`config.mk`:
```
export PLATFORM = sky130hd
export DESIGN_NAME = sorted_priority_queue
export DESIGN_NICKNAME = d
export VERILOG_FILES = /design/src/design/spq_pkg.sv /design/src/design/spq_cell.sv /design/src/design/sorted_priority_queue.sv
export SDC_FILE = /design/constraint.sdc
export NUM_CORES = 2
export LEC_CHECK = 0
export BUFFER_PORTS_ARGS = -buffer_cell sky130_fd_sc_hd__buf_2
export CAP_MARGIN = 10
export CORE_ASPECT_RATIO = 0.9
export CORE_UTILIZATION = 43
export CTS_CLUSTER_SIZE = 40
export DETAILED_ROUTE_END_ITERATION = 7
export GPL_TIMING_DRIVEN = 0
export SLEW_MARGIN = 40
export SYNTH_ARGS = -nofsm -noshare
export SYNTH_HDL_FRONTEND = slang
export SYNTH_SLANG_ARGS = --single-unit
```
`constraint.sdc`:
```
create_clock -name aclk -period 5.2 [get_ports aclk]
set_clock_uncertainty 0.2 [all_clocks]
set_input_delay 0 -clock aclk [delete_from_list [all_inputs] [get_ports aclk]]
set_output_delay 0 -clock aclk [all_outputs]
set_load 0.05 [all_outputs]
```
`src/design/spq_pkg.sv`:
```
`default_nettype none

package spq_pkg;

    localparam int DEPTH_DEF = 16;
    localparam int KEY_BITS  = 24;
    localparam int TAG_BITS  = 16;
    localparam int CAP_W     = 5;
    localparam int OCC_W     = 5;

    localparam logic [CAP_W-1:0] CAP_RESET = CAP_W'(16);

    localparam logic REQ_INSERT = 1'b0;
    localparam logic REQ_REMOVE = 1'b1;

    typedef enum logic [1:0] {
        ST_DONE  = 2'd0,
        ST_FULL  = 2'd1,
        ST_EMPTY = 2'd2
    } spq_status_t;

    typedef struct packed {
        logic                req_type;
        logic [KEY_BITS-1:0] entry_key;
        logic [TAG_BITS-1:0] entry_tag;
    } spq_req_t;

    typedef struct packed {
        spq_status_t         status;
        logic [KEY_BITS-1:0] out_key;
        logic [TAG_BITS-1:0] out_tag;
        logic [OCC_W-1:0]    occupancy;
        logic                is_empty;
        logic                is_full;
    } spq_rsp_t;

    // Shift command broadcast to every cell
    typedef struct packed {
        logic                insert;
        logic                remove;
        logic [KEY_BITS-1:0] key;
        logic [TAG_BITS-1:0] tag;
    } spq_cmd_t;

endpackage

`default_nettype wire

```
`src/design/spq_cell.sv`:
```
`default_nettype none

module spq_cell
    import spq_pkg::*;
(
    input  wire logic                aclk,
    input  wire spq_cmd_t            cmd,
    input  wire logic                occupied,
    input  wire logic                left_le,
    input  wire logic [KEY_BITS-1:0] left_key,
    input  wire logic [TAG_BITS-1:0] left_tag,
    input  wire logic [KEY_BITS-1:0] right_key,
    input  wire logic [TAG_BITS-1:0] right_tag,
    output logic                     le,
    output logic [KEY_BITS-1:0]      key,
    output logic [TAG_BITS-1:0]      tag
);

    logic [KEY_BITS-1:0] key_reg, key_next;
    logic [TAG_BITS-1:0] tag_reg, tag_next;

    // Entry stays in place on insert when it sorts at or before the new key
    assign le  = occupied && (key_reg <= cmd.key);
    assign key = key_reg;
    assign tag = tag_reg;

    always_comb begin
        key_next = key_reg;
        tag_next = tag_reg;
        if (cmd.insert) begin
            if (!le) begin
                if (left_le) begin
                    key_next = cmd.key;
                    tag_next = cmd.tag;
                end else begin
                    key_next = left_key;
                    tag_next = left_tag;
                end
            end
        end else if (cmd.remove) begin
            key_next = right_key;
            tag_next = right_tag;
        end
    end

    always_ff @(posedge aclk) begin
        key_reg <= key_next;
        tag_reg <= tag_next;
    end

endmodule

`default_nettype wire

```
`src/design/sorted_priority_queue.sv`:
```
// Sorted priority queue, smallest key first, built as a row of shift cells.
// Input channel s_valid/s_ready/s_data carries one request per beat: an
// insert of a key and tag, or a remove of the smallest-key entry. Equal keys
// leave in arrival order. Every request yields exactly one result beat on
// m_valid/m_ready/m_data with status, removed key and tag, occupancy, empty
// and full flags. A rejected request (insert while full, remove while empty)
// changes nothing.
// m_valid rises in the cycle after acceptance. All cells compare against
// the broadcast key and shift in the same cycle, so one request is taken
// every cycle while the receiver keeps up. The result sits in one output
// register; on a stall it holds and s_ready drops until the beat is taken.
// cfg_wr_en/cfg_wr_data set the capacity in use; zero counts as one, values
// above DEPTH saturate. Write it only while the queue is idle.
// Reset clears the occupancy and the output valid and sets capacity to 16;
// the cell contents are not cleared and are never read while unoccupied.
`default_nettype none

module sorted_priority_queue
    import spq_pkg::*;
#(
    parameter int DEPTH = DEPTH_DEF
)(
    input  wire logic             aclk,
    input  wire logic             aresetn,
    input  wire logic             s_valid,
    output logic                  s_ready,
    input  wire spq_req_t         s_data,
    output logic                  m_valid,
    input  wire logic             m_ready,
    output spq_rsp_t              m_data,
    input  wire logic             cfg_wr_en,
    input  wire logic [CAP_W-1:0] cfg_wr_data
);

    localparam int CNT_W = $clog2(DEPTH + 1);

    logic [CAP_W-1:0] cap_reg;
    logic [CNT_W-1:0] cap_eff;
    logic [CNT_W-1:0] count_reg, count_next;
    logic             m_valid_reg;
    spq_rsp_t         m_data_reg, rsp_next;

    spq_cmd_t         cmd;
    logic             accept, full, empty;

    logic [DEPTH-1:0]    cell_le;
    logic [DEPTH-1:0]    cell_occ;
    logic [KEY_BITS-1:0] cell_key [DEPTH];
    logic [TAG_BITS-1:0] cell_tag [DEPTH];

    always_comb begin
        if (cap_reg == '0) begin
            cap_eff = CNT_W'(1);
        end else if (32'(cap_reg) > DEPTH) begin
            cap_eff = CNT_W'(DEPTH);
        end else begin
            cap_eff = CNT_W'(cap_reg);
        end
    end

    assign s_ready = !m_valid_reg || m_ready;
    assign accept  = s_valid && s_ready;
    assign full    = count_reg >= cap_eff;
    assign empty   = count_reg == '0;

    assign cmd.insert = accept && (s_data.req_type == REQ_INSERT) && !full;
    assign cmd.remove = accept && (s_data.req_type == REQ_REMOVE) && !empty;
    assign cmd.key    = s_data.entry_key;
    assign cmd.tag    = s_data.entry_tag;

    genvar gi;
    generate
        for (gi = 0; gi < DEPTH; gi++) begin : g_cell
            logic                left_le;
            logic [KEY_BITS-1:0] left_key, right_key;
            logic [TAG_BITS-1:0] left_tag, right_tag;

            assign cell_occ[gi] = CNT_W'(gi) < count_reg;

            if (gi == 0) begin : g_head
                // Head takes the new entry whenever it does not stay
                assign left_le  = 1'b1;
                assign left_key = cmd.key;
                assign left_tag = cmd.tag;
            end else begin : g_body
                assign left_le  = cell_le[gi-1];
                assign left_key = cell_key[gi-1];
                assign left_tag = cell_tag[gi-1];
            end

            if (gi == DEPTH - 1) begin : g_tail
                assign right_key = cell_key[gi];
                assign right_tag = cell_tag[gi];
            end else begin : g_mid
                assign right_key = cell_key[gi+1];
                assign right_tag = cell_tag[gi+1];
            end

            spq_cell u_cell (
                .aclk      (aclk),
                .cmd       (cmd),
                .occupied  (cell_occ[gi]),
                .left_le   (left_le),
                .left_key  (left_key),
                .left_tag  (left_tag),
                .right_key (right_key),
                .right_tag (right_tag),
                .le        (cell_le[gi]),
                .key       (cell_key[gi]),
                .tag       (cell_tag[gi])
            );
        end
    endgenerate

    always_comb begin
        count_next = count_reg;
        if (cmd.insert) begin
            count_next = count_reg + CNT_W'(1);
        end else if (cmd.remove) begin
            count_next = count_reg - CNT_W'(1);
        end
    end

    always_comb begin
        rsp_next.status  = ST_DONE;
        rsp_next.out_key = '0;
        rsp_next.out_tag = '0;
        if (s_data.req_type == REQ_INSERT) begin
            if (full) begin
                rsp_next.status = ST_FULL;
            end
        end else if (empty) begin
            rsp_next.status = ST_EMPTY;
        end else begin
            rsp_next.out_key = cell_key[0];
            rsp_next.out_tag = cell_tag[0];
        end
        rsp_next.occupancy = OCC_W'(count_next);
        rsp_next.is_empty  = count_next == '0;
        rsp_next.is_full   = count_next >= cap_eff;
    end

    always_ff @(posedge aclk) begin
        if (!aresetn) begin
            cap_reg     <= CAP_RESET;
            count_reg   <= '0;
            m_valid_reg <= 1'b0;
        end else begin
            if (cfg_wr_en) begin
                cap_reg <= cfg_wr_data;
            end
            count_reg <= count_next;
            if (accept) begin
                m_valid_reg <= 1'b1;
            end else if (m_ready) begin
                m_valid_reg <= 1'b0;
            end
        end
    end

    // Hold the result until it is taken
    always_ff @(posedge aclk) begin
        if (accept) begin
            m_data_reg <= rsp_next;
        end
    end

    assign m_valid = m_valid_reg;
    assign m_data  = m_data_reg;

    a_count_bound: assert property (@(posedge aclk) disable iff (!aresetn)
        32'(count_reg) <= DEPTH)
        else $error("occupancy beyond depth");

    a_reject_holds: assert property (@(posedge aclk) disable iff (!aresetn)
        (accept && (s_data.req_type == REQ_INSERT) && full) |=> $stable(count_reg))
        else $error("rejected insert changed occupancy");

    a_head_sorted: assert property (@(posedge aclk) disable iff (!aresetn)
        (count_reg >= CNT_W'(2)) |-> (cell_key[0] <= cell_key[1]))
        else $error("head entries out of order");

    a_empty_flag: assert property (@(posedge aclk) disable iff (!aresetn)
        m_valid_reg |-> (m_data_reg.is_empty == (m_data_reg.occupancy == '0)))
        else $error("empty flag disagrees with occupancy");

endmodule

`default_nettype wire
```
Yosys cells after proc, flatten, opt, wreduce, memory -nomap -nowiden
Cells that the tools add are included.
{"block": "classes", "add_sub_neg": 2, "magnitude_cmp": 35, "eq_ne": 15, "muxes": 129, "bitwise": 2, "reduce_logical": 47}
{"operator": "$mux W24", "count": 60}
{"operator": "$mux W16", "count": 60}
{"operator": "$le A24 B24 Y1", "count": 16}
{"operator": "$lt A4 B5 Y1 const A", "count": 8}
{"operator": "$reduce_and A2 Y1", "count": 16}
{"operator": "$ne A2 B2 Y1 const B", "count": 15}
{"operator": "$logic_and A1 B1 Y1", "count": 21}
{"operator": "$lt A3 B5 Y1 const A", "count": 4}
{"operator": "$mux W5", "count": 4}
{"operator": "$logic_not A5 Y1", "count": 3}
{"operator": "$ge A5 B5 Y1", "count": 2}
{"operator": "$lt A1 B5 Y1 const A", "count": 2}
{"operator": "$lt A2 B5 Y1 const A", "count": 2}
{"operator": "$add A5 B1 Y5 const B", "count": 1}
{"operator": "$gt A5 B5 Y1 const B", "count": 1}
{"operator": "$sub A5 B1 Y5 const B", "count": 1}
{"operator": "$mux W2", "count": 2}
{"operator": "$reduce_bool A2 Y1", "count": 2}
{"operator": "$logic_not A1 Y1", "count": 3}
{"operator": "$mux W1", "count": 3}
{"operator": "$not A1 Y1", "count": 2}
{"operator": "$reduce_or A2 Y1", "count": 1}
{"operator": "$logic_or A1 B1 Y1", "count": 1}
{"block": "totals", "regBits": 700, "out_inout_bits": 51, "wordCells": 271}

Logic depth before layout (Yosys ltp)
{"block": "logic_depth", "word_depth": 8, "mapped_depth": 19, "mapped_depth_nobuf": 18}

Hierarchy
A second synthesis with hierarchy kept.
{"block": "unflattened", "hier_cells": 4459, "area_unflattened_um2": 45502.4}
{"mod": "spq_cell", "instances": 16, "cells_each": 265, "area_per_inst_um2": 2671.3, "seq_area_each_um2": 1201.2}
{"mod": "sorted_priority_queue", "instances": 1, "cells_each": 219, "area_per_inst_um2": 2761.4, "seq_area_each_um2": 1691.6}

Least setup slack after synthesis
No wires, ideal clock.
{"block": "synth_timing", "kind": "register to register", "from": "reg count_reg[0]", "to": "reg g_cell[15].u_cell.key_reg[0] (enable)", "arrival_time_ns": 4.919, "required_ns": 4.497, "path_slack_ns": -0.423, "stages_incl_launch_ff": 11, "period_less_slack_ns": 5.623, "cell_sequence": "dfxtp_1 -> clkbuf_1 -> inv_1 -> ha_1 -> nor2b_1 -> o21ai_0 -> a21oi_1 -> o21ai_1 -> clkbuf_1 -> buf_2 -> a221oi_1"}
{"block": "synth_via", "elab_chain_len": 4, "word_cells_on_any_way": 7, "cone_classes": "order compare (2); bitwise (1); reduce/logical (4)"}
{"item": "start: declaration", "line": "sorted_priority_queue.sv:39", "rtl": "logic [CNT_W-1:0] count_reg, count_next;"}
{"item": "start signal: assignment", "line": "sorted_priority_queue.sv:152", "rtl": "count_reg <= count_next;"}
{"item": "$ge A5 B5 Y1 / $lt A4 B5 Y1 (equally long branches)", "line": "sorted_priority_queue.sv:63, sorted_priority_queue.sv:78"}
{"item": "$logic_not A1 Y1 / $logic_and A1 B1 Y1 (equally long branches)", "line": "sorted_priority_queue.sv:66, spq_cell.sv:23"}
{"item": "$logic_and A1 B1 Y1 / $not A1 Y1 (equally long branches)"}
{"item": "$reduce_and A2 Y1 (no source line) *"}
{"item": "end signal: assignment", "line": "spq_cell.sv:47", "rtl": "key_reg <= key_next;"}
{"item": "end: declaration", "line": "spq_cell.sv:19", "rtl": "logic [KEY_BITS-1:0] key_reg, key_next;"}
Every way passes the cells marked *; elsewhere a longest branch is shown, timed or not.
A chain may end at the register's enable or synchronous reset.

Final worst setup path
{"block": "layout_timing", "from": "reg count_reg[0]", "to": "reg g_cell[15].u_cell.key_reg[20] (enable)"}
Same word-level chain as after synthesis.

==> reports/qor.txt <==
CTS tree = built
Library cells used by synthesis = 67
Cell Area, Synth = 43,000 sq um
Fmax = 199 MHz
Chip height = 302 um
Synthesized area per cell = 10.9 sq um
R2r worst-path depth = 13
CP startpoint = count_reg[0]$_SDFF_PN0_
Most used DFF post-synth = edfxtp_1
Layout net count = 4,682
FF-to-FF End = g_cell[15].u_cell.key[20]$_DFFE_PP_
Clock sinks = 700
Synth async-reset ratio = 0%
Synth Register Bits = 700
Clk buf depth = 3
Final ANT Viol Nets = 0
Pleak = 20.9 nW
Fin. Hold Viols = 0
Max FFs per register = 384
Max Cap Violations = 0
Crit path DAT = 5.18 ns
Post-detail-place hpwl = 123 mm
Outcome = finished clean
Post-Syn Nets = 4,403
Synth area leader = edfxtp_1
Most instantiated cells after synthesis = edfxtp_1 (689), a21oi_1 (654), mux2i_1 (563)
Syn Inst Count = 3,955
CORE AREA = 98,700 sq um
Layout cells sized above 1 = 10.4%
IO Count = 102
Core Util, Final = 49.9%
Seq/Total Area, Yosys = 48.6%
Fin crit period = 5.02 ns
Port buffer count = 99
Synth warn = 0
RSZ-0062 raised after global routing = false
# setup viols final = 0
Relative slew slack = 34.3%
GRT Total Usage = 32.5%
Hold Path Class = in2reg
DR vias/cell = 6.18
CTS H-tree depth = 3
Cell Rows = 109
Die W = 335 um
Setup CP Type = reg2reg
Worst path cell trace = clkbuf_1 -> inv_1 -> ha_1 -> nor2b_1 -> o21ai_0 -> a21oi_1 -> o21ai_2 -> clkbuf_2 -> buf_2 -> a221oi_4 -> buf_4 -> buf_4 -> buf_4
Router iterations before antenna repair = 6
Crit path largest cell delay = 0.57 ns
Top Family by Delay on Critical Path = buffers and inverters
Worst r2r src = count_reg[0]$_SDFF_PN0_
Top-area cell type share of the netlist area = 48.1%
Worst VDD drop = 0.000272 V
Num CTS Buffers = 81
Routed vias = 34,800
Total power = 0.0184 W
Hold depth = 2
Worst skew pair latency = 0.69 ns
P&R area growth vs syn = 14.6%
Initial DRC count = 4,228
Worst Path Max Fanout = 10
GRT overflow = 0
Largest net degree at the start of global routing = 35
Critical path required time = 5.36 ns
Vias in the first global route = 33,100
Hold wc startpoint = s_data[40]
Crit-path most repeated cell = buf_4
Worst path buffer plus inverter count = 7
Synth top area cells = edfxtp_1 (48%), mux2i_1 (13%), ha_1 (12%)
RePlAce Congestion = 0.966
Pwr dens = 374 nW/um^2
First-pass GRT wire length = 236 mm
Final Max Slew Viols = 0
Crit share post-route = 96.5%
Worst slew pin tran = 0.978 ns
CTS root buf = clkbuf_16
Slowest stage cell on the critical path = a221oi_4
Initial antenna violation count = 5
Die area = 101,000 sq um
Post-synth EDFFs = 689
Starting Density = 43.6%
Worst-path clk slew = 0.06 ns
Crit end category = register
DRC errors left = 0
Critical Path Source Type = register
Top-count cell post-synth = edfxtp_1
WL final = 167 mm
R2r setup slk = 0.18 ns
Worst Hold Endpoint = m_data[8]$_SDFFCE_PP0P_
WL/cell = 29.7 um
==> placed cells by master (no fill, tap or decap), types with 19 or more instances in the layout <==
master           n
and3_1          47
inv_1           33
buf_4           34
nand4_1         80
clkbuf_16       81
dlygate4sd3_1   61
mux2_1          40
clkbuf_2        37
o21ai_0         52
nor2b_1         43
ha_1           397
mux2i_1        563
clkinv_1        19
o21ai_1         55
nand2_1        185
nor2_1         561
nor3_1          19
a21o_1          63
clkbuf_1       131
a21oi_1        654
buf_2          172
edfxtp_1       689
==> logic make-up after synthesis <==
group,after synthesis,synth area share [%]
and+or+nand+nor,1011,10.4
adders and majority gates,397,11.5
buffers and inverters,308,3.25
AOI/OAI and AO/OA,933,12.0
xor gates and xnor gates,3,0.0611
DFF,700,48.6
muxes,603,14.1
==> worst max path at each step <==
stage                                               end  slack [ns]  cells past startpoint
detailed placement   g_cell[1].u_cell.tag[15]$_DFFE_PP_       -0.34                     13
finish              g_cell[15].u_cell.key[20]$_DFFE_PP_        0.18                     13
CTS                  g_cell[0].u_cell.key[17]$_DFFE_PP_        0.03                     13
global route        g_cell[15].u_cell.key[20]$_DFFE_PP_        0.05                     13
global placement      g_cell[9].u_cell.key[9]$_DFFE_PP_       -5.30                     10
floorplan             g_cell[8].u_cell.key[0]$_DFFE_PP_       -0.29                     10
==> metrics by stage <==
| step | hold slack [ns] | std cells | TNS, ns | cell area [sq um] | setup slack, ns |
|---|---|---|---|---|---|
| 6_report | 0.0807 | 5635 | 0 | 49300 | 0.183 |
| 5_1_grt | 0.103 | 5633 | 0 | 49300 | 0.0515 |
| 4_1_cts | 0.0591 | 5632 | 0 | 49200 | 0.0291 |
| 3_5_place_dp | 0.0228 | 5419 | -9.20 | 46000 | -0.341 |
| 3_3_place_gp | 0.0234 | 5386 | -1444.68 | 45200 | -5.30 |
| 2_1_floorplan | -0.0696 | 3955 | -34.81 | 43000 | -0.290 |
==> cell type report <==
| class | count | area [sq um] |
|---|---|---|
| multi-input cells | 2947 | 20900 |
| plain buffers | 255 | 1250 |
| inverters | 53 | 201 |
| diodes | 2 | 5.00 |
| clock inverters | 46 | 485 |
| well taps | 1332 | 1670 |
| repair buffers | 196 | 1700 |
| fillers | 9171 | 49400 |
| flip-flops and latches | 700 | 20900 |
| clock buffers | 104 | 2130 |
==> layer usage <==
layer / global-route usage [%] / part of all wire [%] / up-vias
li1: - / - / 15400
met1: 44.6 / 42 / 17200
met2: 49.7 / 44 / 1866
met3: 6.89 / 10 / 355
met4: 14.1 / 4.7 / 2
met5: 0 / 0.012 / -
==> power by group <==
part / switching, W / internal (W) / total [W]
Clock: 0.00257 / 0.00327 / 0.00584
Combinational: 0.00310 / 0.00161 / 0.00470
Sequential: 0.000589 / 0.00729 / 0.00788
==> what timing repair did <==
item	in CTS	in global routing
setup buffers	2	0
setup endpoints to repair	40	7
hold buffers	61	0
gates resized for setup	1	2
endpoints found under the hold margin	516	0
pin swaps	1	0
cloned	0	0
No activity file was read; power rests on OpenSTA's default activity.
